$ cat config.mk
export PLATFORM = sky130hd
export DESIGN_NAME = indexed_doubly_linked_list_top
export DESIGN_NICKNAME = d
export VERILOG_FILES = /design/src/sv/idll_pkg.sv /design/src/sv/indexed_doubly_linked_list_top.sv
export SDC_FILE = /design/constraint.sdc
export NUM_CORES = 1
export LEC_CHECK = 0
export BUFFER_PORTS_ARGS = -buffer_cell sky130_fd_sc_hd__buf_2
export CORE_ASPECT_RATIO = 0.8
export CORE_MARGIN = 5
export CORE_UTILIZATION = 56
export CTS_BUF_LIST = sky130_fd_sc_hd__clkbuf_16
export DETAILED_ROUTE_END_ITERATION = 8
export PLACE_DENSITY = 0.75
export SLEW_MARGIN = 20
export SYNTH_ARGS = -nofsm -noshare
export SYNTH_HDL_FRONTEND = slang
export SYNTH_SLANG_ARGS = --single-unit
$ cat constraint.sdc
create_clock -name clk_i -period 3.7 [get_ports clk_i]
set_input_delay 1.11 -clock clk_i [delete_from_list [all_inputs] [get_ports clk_i]]
set_output_delay 1.11 -clock clk_i [all_outputs]
set_load 0.02 [all_outputs]
$ cat src/sv/idll_pkg.sv
`default_nettype none
package idll_pkg;
  localparam int unsigned DepthDefault = 16;
  localparam int unsigned DataWidthDefault = 32;

  localparam logic [2:0] FuncAppend = 3'd0;
  localparam logic [2:0] FuncInsert = 3'd1;
  localparam logic [2:0] FuncDelete = 3'd2;
  localparam logic [2:0] FuncRead   = 3'd3;
  localparam logic [2:0] FuncModify = 3'd4;
  localparam logic [2:0] FuncSearch = 3'd5;

  localparam logic [1:0] StatusOk       = 2'd0;
  localparam logic [1:0] StatusFull     = 2'd1;
  localparam logic [1:0] StatusNotLive  = 2'd2;
  localparam logic [1:0] StatusNotFound = 2'd3;

  typedef struct packed {
    logic [2:0]         func;
    logic [3:0]         position;
    logic signed [31:0] value;
  } req_t;

  typedef struct packed {
    logic [1:0]         status;
    logic [4:0]         slot;
    logic signed [31:0] data;
    logic [4:0]         count;
  } rsp_t;
endpackage
`default_nettype wire

$ cat src/sv/indexed_doubly_linked_list_top.sv
// indexed doubly linked list over a fixed store of DEPTH slots
// requests arrive on req_valid_i/req_ready_o with func, position and value;
// each request gives exactly one response on rsp_valid_o/rsp_ready_i
// with status, slot, data and the element count after the request
// one request is worked on at a time; the link and value memories are
// synchronous with one read port each; append and delete go through RD1,
// EXEC, WR_A and DONE, insert adds WR_B and WR_C after WR_A, read/modify
// go RD1, EXEC, DONE and a rejected request goes from RD1 to DONE; search
// does SRCH_RD, SRCH_CHK per node (up to DEPTH), then SRCH_RD if no match
// the response sits in an output register; the next request is taken
// while it waits, but a new response waits until the old one is taken
// after reset a clearing pass over all DEPTH slots sets the link memories
// (next to i+1, prev to none); no request is taken during it
// out-of-range positions count as not live; values are kept in DATA_WIDTH
// bits and returned sign-extended to the 32-bit data field
`default_nettype none
module indexed_doubly_linked_list_top #(
  parameter int unsigned DEPTH = idll_pkg::DepthDefault,
  parameter int unsigned DATA_WIDTH = idll_pkg::DataWidthDefault
) (
  input  wire logic           clk_i,
  input  wire logic           rst_ni,
  input  wire logic           req_valid_i,
  output logic                req_ready_o,
  input  wire idll_pkg::req_t req_i,
  output logic                rsp_valid_o,
  input  wire logic           rsp_ready_i,
  output idll_pkg::rsp_t      rsp_o
);
  import idll_pkg::*;

  localparam int unsigned AW = $clog2(DEPTH);
  localparam int unsigned LW = AW + 1;
  localparam logic [LW-1:0] None = LW'(DEPTH);

  typedef enum logic [4:0] {
    ST_CLEAR, ST_IDLE, ST_RD1, ST_EXEC, ST_WR_A, ST_WR_B, ST_WR_C,
    ST_SRCH_RD, ST_SRCH_CHK, ST_DONE
  } state_e;

  logic [DATA_WIDTH-1:0] val_mem [DEPTH];
  logic [LW-1:0]         nxt_mem [DEPTH];
  logic [LW-1:0]         prv_mem [DEPTH];
  logic [DEPTH-1:0]      live_q, live_d;

  state_e                state_q, state_d;
  logic [LW-1:0]         head_q, head_d, tail_q, tail_d, free_q, free_d;
  logic [LW-1:0]         cnt_q, cnt_d;
  logic [AW-1:0]         clr_q, clr_d;
  req_t                  req_q, req_d;
  logic [AW-1:0]         pos_q, pos_d;
  logic [LW-1:0]         walk_q, walk_d, steps_q, steps_d;
  logic [LW-1:0]         n_q, n_d, pr_q, pr_d, nx_q, nx_d;
  logic                  rsp_valid_q, rsp_valid_d;
  rsp_t                  rsp_q, rsp_d;
  rsp_t                  res_q, res_d;

  // memory ports
  logic                  rd_en;
  logic [AW-1:0]         rd_addr;
  logic [DATA_WIDTH-1:0] val_rd_q;
  logic [LW-1:0]         nxt_rd_q, prv_rd_q;
  logic                  val_we, nxt_we, prv_we;
  logic [AW-1:0]         val_wa, nxt_wa, prv_wa;
  logic [DATA_WIDTH-1:0] val_wd;
  logic [LW-1:0]         nxt_wd, prv_wd;

  always_ff @(posedge clk_i) begin
    if (rd_en) begin
      val_rd_q <= val_mem[rd_addr];
      nxt_rd_q <= nxt_mem[rd_addr];
      prv_rd_q <= prv_mem[rd_addr];
    end
    if (val_we) val_mem[val_wa] <= val_wd;
    if (nxt_we) nxt_mem[nxt_wa] <= nxt_wd;
    if (prv_we) prv_mem[prv_wa] <= prv_wd;
  end

  logic [DATA_WIDTH-1:0] req_val;
  logic                  pos_in_range;
  logic                  pos_live;
  logic [31:0]           rd_data_ext;
  logic [LW-1:0]         slot_or_none;

  assign req_val      = DATA_WIDTH'($unsigned(req_q.value));
  assign pos_in_range = ({28'd0, req_q.position} < 32'(DEPTH));
  assign pos_live     = pos_in_range && live_q[pos_q];
  assign rd_data_ext  = 32'(signed'(val_rd_q));
  assign slot_or_none = (nxt_rd_q < None) ? nxt_rd_q : None;

  assign req_ready_o = (state_q == ST_IDLE);
  assign rsp_valid_o = rsp_valid_q;
  assign rsp_o       = rsp_q;

  always_comb begin
    state_d     = state_q;
    head_d      = head_q;
    tail_d      = tail_q;
    free_d      = free_q;
    cnt_d       = cnt_q;
    clr_d       = clr_q;
    req_d       = req_q;
    pos_d       = pos_q;
    walk_d      = walk_q;
    steps_d     = steps_q;
    n_d         = n_q;
    pr_d        = pr_q;
    nx_d        = nx_q;
    live_d      = live_q;
    rsp_valid_d = rsp_valid_q;
    rsp_d       = rsp_q;
    res_d       = res_q;
    rd_en       = 1'b0;
    rd_addr     = pos_q;
    val_we      = 1'b0;
    nxt_we      = 1'b0;
    prv_we      = 1'b0;
    val_wa      = pos_q;
    nxt_wa      = pos_q;
    prv_wa      = pos_q;
    val_wd      = req_val;
    nxt_wd      = None;
    prv_wd      = None;

    if (rsp_valid_q && rsp_ready_i) rsp_valid_d = 1'b0;

    case (state_q)
      ST_CLEAR: begin
        nxt_we = 1'b1;
        nxt_wa = clr_q;
        nxt_wd = LW'(clr_q) + LW'(1);
        prv_we = 1'b1;
        prv_wa = clr_q;
        prv_wd = None;
        clr_d  = clr_q + AW'(1);
        if (LW'(clr_q) == None - LW'(1)) state_d = ST_IDLE;
      end
      ST_IDLE: begin
        if (req_valid_i) begin
          req_d   = req_i;
          pos_d   = AW'(req_i.position);
          state_d = ST_RD1;
        end
      end
      ST_RD1: begin
        // check the request; issue the first read for append, insert, delete, read and modify
        res_d.status = StatusOk;
        res_d.slot   = 5'(None);
        res_d.data   = '0;
        case (req_q.func)
          FuncAppend, FuncInsert: begin
            if (req_q.func == FuncInsert && !pos_live) begin
              res_d.status = StatusNotLive;
              state_d = ST_DONE;
            end else if (free_q >= None) begin
              res_d.status = StatusFull;
              state_d = ST_DONE;
            end else begin
              n_d     = free_q;
              rd_en   = 1'b1;
              rd_addr = AW'(free_q);
              state_d = ST_EXEC;
            end
          end
          FuncDelete, FuncRead, FuncModify: begin
            if (!pos_live) begin
              res_d.status = StatusNotLive;
              state_d = ST_DONE;
            end else begin
              rd_en   = 1'b1;
              rd_addr = pos_q;
              state_d = ST_EXEC;
            end
          end
          FuncSearch: begin
            walk_d  = head_q;
            steps_d = '0;
            state_d = ST_SRCH_RD;
          end
          default: state_d = ST_DONE;
        endcase
      end
      ST_EXEC: begin
        case (req_q.func)
          FuncAppend: begin
            free_d = nxt_rd_q;
            val_we = 1'b1;
            val_wa = AW'(n_q);
            nxt_we = 1'b1;
            nxt_wa = AW'(n_q);
            nxt_wd = None;
            prv_we = 1'b1;
            prv_wa = AW'(n_q);
            prv_wd = tail_q;
            pr_d   = tail_q;
            state_d = ST_WR_A;
          end
          FuncInsert: begin
            free_d = nxt_rd_q;
            val_we = 1'b1;
            val_wa = AW'(n_q);
            nxt_we = 1'b1;
            nxt_wa = AW'(n_q);
            nxt_wd = LW'(pos_q);
            rd_en   = 1'b1;
            rd_addr = pos_q;
            state_d = ST_WR_A;
          end
          FuncDelete: begin
            pr_d = prv_rd_q;
            nx_d = nxt_rd_q;
            res_d.data = rd_data_ext;
            res_d.slot = 5'(slot_or_none);
            nxt_we = 1'b1;
            nxt_wa = pos_q;
            nxt_wd = free_q;
            prv_we = 1'b1;
            prv_wa = pos_q;
            prv_wd = None;
            free_d = LW'(pos_q);
            live_d[pos_q] = 1'b0;
            if (cnt_q != '0) cnt_d = cnt_q - LW'(1);
            state_d = ST_WR_A;
          end
          default: begin
            res_d.data = rd_data_ext;
            res_d.slot = 5'(slot_or_none);
            if (req_q.func == FuncModify) val_we = 1'b1;
            state_d = ST_DONE;
          end
        endcase
      end
      ST_WR_A: begin
        case (req_q.func)
          FuncAppend: begin
            if (pr_q < None) begin
              nxt_we = 1'b1;
              nxt_wa = AW'(pr_q);
              nxt_wd = n_q;
            end else begin
              head_d = n_q;
            end
            tail_d = n_q;
            live_d[AW'(n_q)] = 1'b1;
            cnt_d  = cnt_q + LW'(1);
            res_d.slot = 5'(n_q);
            state_d = ST_DONE;
          end
          FuncInsert: begin
            pr_d   = prv_rd_q;
            prv_we = 1'b1;
            prv_wa = AW'(n_q);
            prv_wd = prv_rd_q;
            state_d = ST_WR_B;
          end
          default: begin
            if (pr_q < None) begin
              nxt_we = 1'b1;
              nxt_wa = AW'(pr_q);
              nxt_wd = nx_q;
            end else begin
              head_d = nx_q;
            end
            if (nx_q < None) begin
              prv_we = 1'b1;
              prv_wa = AW'(nx_q);
              prv_wd = pr_q;
            end else begin
              tail_d = pr_q;
            end
            state_d = ST_DONE;
          end
        endcase
      end
      ST_WR_B: begin
        prv_we = 1'b1;
        prv_wa = pos_q;
        prv_wd = n_q;
        if (pr_q < None) begin
          nxt_we = 1'b1;
          nxt_wa = AW'(pr_q);
          nxt_wd = n_q;
        end else begin
          head_d = n_q;
        end
        state_d = ST_WR_C;
      end
      ST_WR_C: begin
        live_d[AW'(n_q)] = 1'b1;
        cnt_d  = cnt_q + LW'(1);
        res_d.slot = 5'(n_q);
        state_d = ST_DONE;
      end
      ST_SRCH_RD: begin
        if (walk_q < None && steps_q < None) begin
          rd_en   = 1'b1;
          rd_addr = AW'(walk_q);
          state_d = ST_SRCH_CHK;
        end else begin
          res_d.status = StatusNotFound;
          state_d = ST_DONE;
        end
      end
      ST_SRCH_CHK: begin
        if (val_rd_q == req_val) begin
          res_d.slot = 5'(walk_q);
          res_d.data = rd_data_ext;
          state_d = ST_DONE;
        end else begin
          walk_d  = nxt_rd_q;
          steps_d = steps_q + LW'(1);
          state_d = ST_SRCH_RD;
        end
      end
      ST_DONE: begin
        if (!rsp_valid_q || rsp_ready_i) begin
          rsp_valid_d = 1'b1;
          rsp_d       = res_q;
          rsp_d.count = 5'(cnt_q);
          state_d = ST_IDLE;
        end
      end
      default: state_d = ST_IDLE;
    endcase
  end

  always_ff @(posedge clk_i or negedge rst_ni) begin
    if (!rst_ni) begin
      state_q     <= ST_CLEAR;
      head_q      <= None;
      tail_q      <= None;
      free_q      <= '0;
      cnt_q       <= '0;
      clr_q       <= '0;
      live_q      <= '0;
      rsp_valid_q <= 1'b0;
    end else begin
      state_q     <= state_d;
      head_q      <= head_d;
      tail_q      <= tail_d;
      free_q      <= free_d;
      cnt_q       <= cnt_d;
      clr_q       <= clr_d;
      live_q      <= live_d;
      rsp_valid_q <= rsp_valid_d;
    end
  end

  always_ff @(posedge clk_i) begin
    req_q   <= req_d;
    pos_q   <= pos_d;
    walk_q  <= walk_d;
    steps_q <= steps_d;
    n_q     <= n_d;
    pr_q    <= pr_d;
    nx_q    <= nx_d;
    rsp_q   <= rsp_d;
    res_q   <= res_d;
  end
endmodule
`default_nettype wire

==> results.cfg, run 1 <==
[outcome]
status = completed

[clock_tree]
path_clk_slew_ps = 60
clkSinkCount = 906
cts_inserted_buffers = 84
htreeDepth = 3
tritoncts = done
cts-root-buf = clkbuf_16
postCtsHoldBufs = 0
clockBufferDepth = 3
insertion_delay_ps = 630

[sta]
setup_viol = 0
relSlewSlack_pct = 28.0
period_minus_slack_ps = 3600
final_hold_viol_count = 0
clock_skew_ps = 22.8
drv_slew = 0
worst_pin_slew_ps = 1080
fmax_ghz = 0.277
holdWs_ps = 419
finalCritPeriodShare_pct = 97.4

[synth]
ys.flop_type = edfxtp_1
netlist_area_um2 = 36100
post_synth.cell_area_avg_um2 = 15.3
synth_area_leaders = edfxtp_1 72%, mux2i_1 4.9%, nand2_1 4.2%
synth_common_cells = 861 x edfxtp_1, 406 x nand2_1, 175 x mux2i_1, 166 x a32oi_1, 111 x nor2_1
ys_ff_latch = 906
synth_nets = 2399
synth_largest_area_cell = edfxtp_1
synthArstFlopShare_pct = 4.97
synthCells = 2350
synth.yosys.seq_area_share_pct = 74.8
synth_edf_count = 861
synth_cell_type_count = 73
yosysMostFrequentCell = edfxtp_1
synth_top_area_share_pct = 71.7
ys_warn_count = 0

[cells_and_area]
final_cell_area_um2 = 41900
finalNetCount = 2606
final.fill_count = 4300
diodes = 0
drive_gt1_share_pct = 16.7
syn_to_final_growth_pct = 16.2

[grt]
use_met2_pct = 40.3
grt_max_degree = 103
grt-busiest-layer = met1
grt_pass1_vias = 21800
grt_pass1_wl_um = 141000
overflow = 0
antenna_found_initial = 0
use_met1_pct = 40.6
use_met3_pct = 6.38
grt.total_usage_pct = 27.0

[critical_path]
cp_cell_sequence = buf_4 -> mux4_2 -> a22o_1 -> o31ai_4 -> buf_4 -> inv_2 -> o211ai_4 -> buf_12 -> buf_12 -> mux2i_2 -> a32oi_1 -> and4_1
cp_slowest_cell = mux4_2
path_class = reg -> reg
slowest_delay_ps = 460
cp.required_ps = 4070
endpoint_kind = flop
cp-start-kind = flop
cp_max_fo = 27
arrival_ps = 3980

[job]
drv_cap = 0

[detailed_routing]
wl_per_cell_um = 27.7
antenna_left = 0
drt_first_pass_iters = 8
routed_wl_um = 96300
drtIter0Drc = 3305
drc = 0
vias_per_cell = 6.46
vias = 22400

[floorplan]
io_pins = 89
die_area_um2 = 69600
rows = 83
die_h_um = 237
core_area_um2 = 64000
die_w_um = 294
start_util_pct = 56.4

[placed_design]
gp_congestion = 0.989
post-dp-hpwl_um = 57700
io_buffers = 88
postPlaceCellArea_um2 = 38900

[pwr]
peakVddDrop_mv = 0.515
p_leak_nw = 14.5
powerDensity_nw_per_um2 = 689

[min_path]
worstHoldPathType = reg -> reg
flip-flops by register name, summed over array words and instances, names as in the netlist, 16 cells and up:
register and flops:
nxt_mem 80, rsp_o 44, res_q 39, prv_mem 80, live_q 16, req_val 32, val_mem 512, rd_data_ext 32
worst paths after layout:
check / from / cells after the start / end / slack, ps
worst max-delay path: pos_q[0] / 12 / rd_data_ext[11] / 100
worst min-delay path: res_q[38] / 0 / rsp_o[38] / 420
worst max register to register: pos_q[0] / 12 / rd_data_ext[11] / 100
worst min register to register: res_q[38] / 0 / rsp_o[38] / 420
max in group asynchronous: rst_ni / 2 / head_q[4] / 2290
min in group asynchronous: rst_ni / 1 / live_q[3] / 600
cell type report:
cell class / count / area, um2 / share of cell area [%]
clock inverter: 64 / 626 / 1.49
inverter: 13 / 48.8 / 0.116
tap: 850 / 1060 / 2.54
clock buffer: 88 / 2200 / 5.25
sequential: 906 / 27000 / 64.4
timing repair buffer: 254 / 2350 / 5.60
multi-input combinational: 1298 / 8640 / 20.6
cells by family after synthesis:
| kind of cell | Yosys count | synth area share [%] |
|---|---|---|
| AOI/OAI and AO/OA | 350 | 7.37 |
| xor gates and xnor gates | 45 | 1.09 |
| adders and majority gates | 6 | 0.229 |
| buffers and inverters | 146 | 1.92 |
| DFF | 906 | 74.8 |
| muxes | 185 | 5.30 |
| and+or+nand+nor | 712 | 9.26 |
worst max-delay path: cells and delay by family, from the launching register on:
family	cells	cell delay (ps)
AOI/OAI and AO/OA	4	930
DFF	1	400
muxes	2	780
buffers and inverters	5	970
and+or+nand+nor	1	220
per-stage QoR:
| stage | std cells | util (%) | worst slack [ps] | setup TNS, ps | power (mW) |
|---|---|---|---|---|---|
| after detailed placement | 3309 | 60.8 | -306 | -10590 | 20.0 |
| after CTS | 3467 | 65.3 | 108 | 0 | 28.7 |
| after floorplan | 2350 | - | -272 | -57250 | 17.3 |
| final | 3473 | 65.5 | 96.2 | 0 | 28.9 |
| after global placement | 3309 | 60.8 | -198 | -7630 | 19.8 |
| after global routing | 3473 | 65.5 | -7.88 | -11.0 | 29.9 |
power breakdown:
| part | total [mW] | internal [mW] | switching [mW] |
|---|---|---|---|
| registers | 13.7 | 13.0 | 0.710 |
| logic | 6.35 | 2.21 | 4.14 |
| clock network | 8.80 | 5.15 | 3.65 |
| total | 28.9 | 20.4 | 8.50 |
cells in the final DEF (no fill, tap or decap), types with 30 or more instances in the layout:
cell type  netlist  layout
dfrtp_1         43      43
nor2b_1         44      43
a21oi_1         37      35
inv_1           12      30
a32oi_1        166     166
o21ai_0         59      59
nor2_1         111      90
edfxtp_1       861     861
buf_4           10     113
and4_1          41      41
clkbuf_16        0      91
buf_12           0      46
buf_2           42      88
xor2_1          39      39
nand2_1        406     406
mux2i_1        175     174
per-layer routing:
layer | wire length, um | vias up
li1 | - | 9525
met1 | 38400 | 11100
met2 | 43200 | 1595
met3 | 12000 | 200
met4 | 2650 | 0
met5 | 0 | -
timing repair:
action	in CTS	in global routing
setup endpoints to repair	41	32
cloned	0	2
pin swaps	1	2
setup buffers	6	4
gates resized for setup	1	13
Note: power is estimated with default switching activity, not from simulation.
==> inputs of run 2 (changes only) <==
--- a/config.mk
+++ b/config.mk
@@ -6,11 +6,12 @@
 export NUM_CORES = 1
 export LEC_CHECK = 0
 export BUFFER_PORTS_ARGS = -buffer_cell sky130_fd_sc_hd__buf_2
-export CORE_ASPECT_RATIO = 0.8
+export CORE_ASPECT_RATIO = 1.4
 export CORE_MARGIN = 5
 export CORE_UTILIZATION = 56
 export CTS_BUF_LIST = sky130_fd_sc_hd__clkbuf_16
 export DETAILED_ROUTE_END_ITERATION = 8
+export HOLD_SLACK_MARGIN = 0.08
 export PLACE_DENSITY = 0.75
 export SLEW_MARGIN = 20
 export SYNTH_ARGS = -nofsm -noshare
==> results.cfg, run 2 (same netlist as run 1, synthesis figures left out) <==
[outcome]
status = completed

[floorplan]
rows = 110
die_area_um2 = 69600
core_area_um2 = 64100
die_h_um = 310
start_util_pct = 56.2
die_w_um = 224
io_pins = 89

[sta]
clock_skew_ps = 19.7
final_hold_viol_count = 0
fmax_ghz = 0.277
relSlewSlack_pct = 19.7
period_minus_slack_ps = 3610
finalCritPeriodShare_pct = 97.6
post-route-worst-setup-slack_ps = 87.8
worst_pin_slew_ps = 1200
drv_slew = 0
rsz0062_at_grt = false
setup_viol = 0

[clock_tree]
insertion_delay_ps = 640
clockBufferDepth = 3
clkSinkCount = 906
path_clk_slew_ps = 60
cts-root-buf = clkbuf_16
cts_inserted_buffers = 84
tritoncts = done
htreeDepth = 3

[detailed_routing]
antenna_left = 0
drt_first_pass_iters = 9
drtIter0Drc = 3174
vias = 22300
wl_per_cell_um = 27.6
drc = 0
vias_per_cell = 6.40
routed_wl_um = 96200

[grt]
grt_max_degree = 111
grt_pass1_wl_um = 141000
grt_pass1_vias = 22300
overflow = 0
antenna_found_initial = 0
grt.total_usage_pct = 27.2

[cells_and_area]
syn_to_final_growth_pct = 15.8
largest_register_ffs = 512
largestRegisters = val_mem (512), nxt_mem (80), prv_mem (80)
utilization_pct = 65.1
regMostFlops = val_mem
final_common_cell = edfxtp_1
finalNetCount = 2632
drive_gt1_share_pct = 17.6
mostFrequentLayoutCells = 861 x edfxtp_1, 406 x nand2_1, 175 x mux2i_1
diodes = 0

[pwr]
powerDensity_nw_per_um2 = 685
report.power.total_mw = 28.6
peakVddDrop_mv = 0.476
p_leak_nw = 14.5

[critical_path]
path_class = reg -> reg
arrival_ps = 3890
endpoint_kind = flop
cp_max_fo = 10
cp-start-kind = flop
cp.required_ps = 3980

[placed_design]
io_buffers = 88
post-dp-hpwl_um = 61100
pre_cts_slack_ps = -198
gp_congestion = 0.994

[min_path]
worstHoldPathType = reg -> reg

[job]
drv_cap = 0
[run 2: cell count changes in the layout (fill, tap and decap cells not counted), moves of 3 or more]
cell,before,now
buf_12,46,34
buf_4,113,157
buf_6,3,0
bufinv_16,12,8
clkinv_1,19,16
clkinv_2,8,15
clkinvlp_4,1,6
inv_1,30,25
nor2_1,90,94
nor2_2,4,0
[run 2: cell type report]
cell class	instances	area, um2
well taps	840	1050
inverters	13	48.8
clock inverters	62	512
clock buffers	89	2230
flip-flops and latches	906	27000
repair buffers	280	2330
multi-input cells	1298	8610
fillers	4397	22400
[run 2: timing repair]
item	CTS	global route
buffers inserted	4	3
pin swaps	1	1
hold buffers	0	0
endpoints found under the hold margin	0	0
gates cloned	0	1
setup endpoints to repair	36	37
gates resized for setup	0	4
[run 2: stage by stage]
| step | TNS (ps) | hold WS (ps) | cell area, um2 | instances |
|---|---|---|---|---|
| 4_1_cts | 0 | 417 | 41700 | 3484 |
| 6_report | 0 | 417 | 41800 | 3488 |
| 3_5_place_dp | -4630 | 405 | 38900 | 3329 |
| 2_1_floorplan | -57250 | 400 | 36100 | 2350 |
| 5_1_grt | 0 | 430 | 41800 | 3488 |
| 3_3_place_gp | -2610 | 401 | 38900 | 3329 |
[run 2: worst paths after layout]
check / start / to / slack (ps) / depth (start not counted)
max in group asynchronous: rst_ni / head_q[1] / 2730 / 1
max reg2reg: req_q[38] / nxt_mem[12][0] / 90 / 8
min in group asynchronous: rst_ni / cnt_q[3] / 510 / 1
min: res_q[7] / rsp_o[7] / 420 / 0
min reg2reg: res_q[7] / rsp_o[7] / 420 / 0
max: req_q[38] / nxt_mem[12][0] / 90 / 8
[run 2: power by group]
| group | internal [mW] | leakage [nW] | switching [mW] |
|---|---|---|---|
| Clock | 4.91 | 1.38 | 3.67 |
| Sequential | 13.0 | 8.37 | 0.704 |
| Combinational | 2.21 | 4.73 | 4.11 |
| Total | 20.1 | 14.5 | 8.49 |
[run 2: worst max-delay path, cell delays in order (launching register included)]
cell,delay [ps]
edfxtp_1,430
buf_4,200
or3b_2,460
a21oi_1,460
nor2_1,240
a222oi_1,520
nand2_1,170
or2_2,400
nor2_1,370
[run 2: metal layers]
| layer | up-vias | track usage [%] | share of wire [%] |
|---|---|---|---|
| li1 | 9555 | - | - |
| met1 | 11100 | 33.7 | 35 |
| met2 | 1362 | 47.4 | 51 |
| met3 | 290 | 3.84 | 8.0 |
| met4 | 0 | 13.2 | 5.5 |
| met5 | - | 0 | 0 |
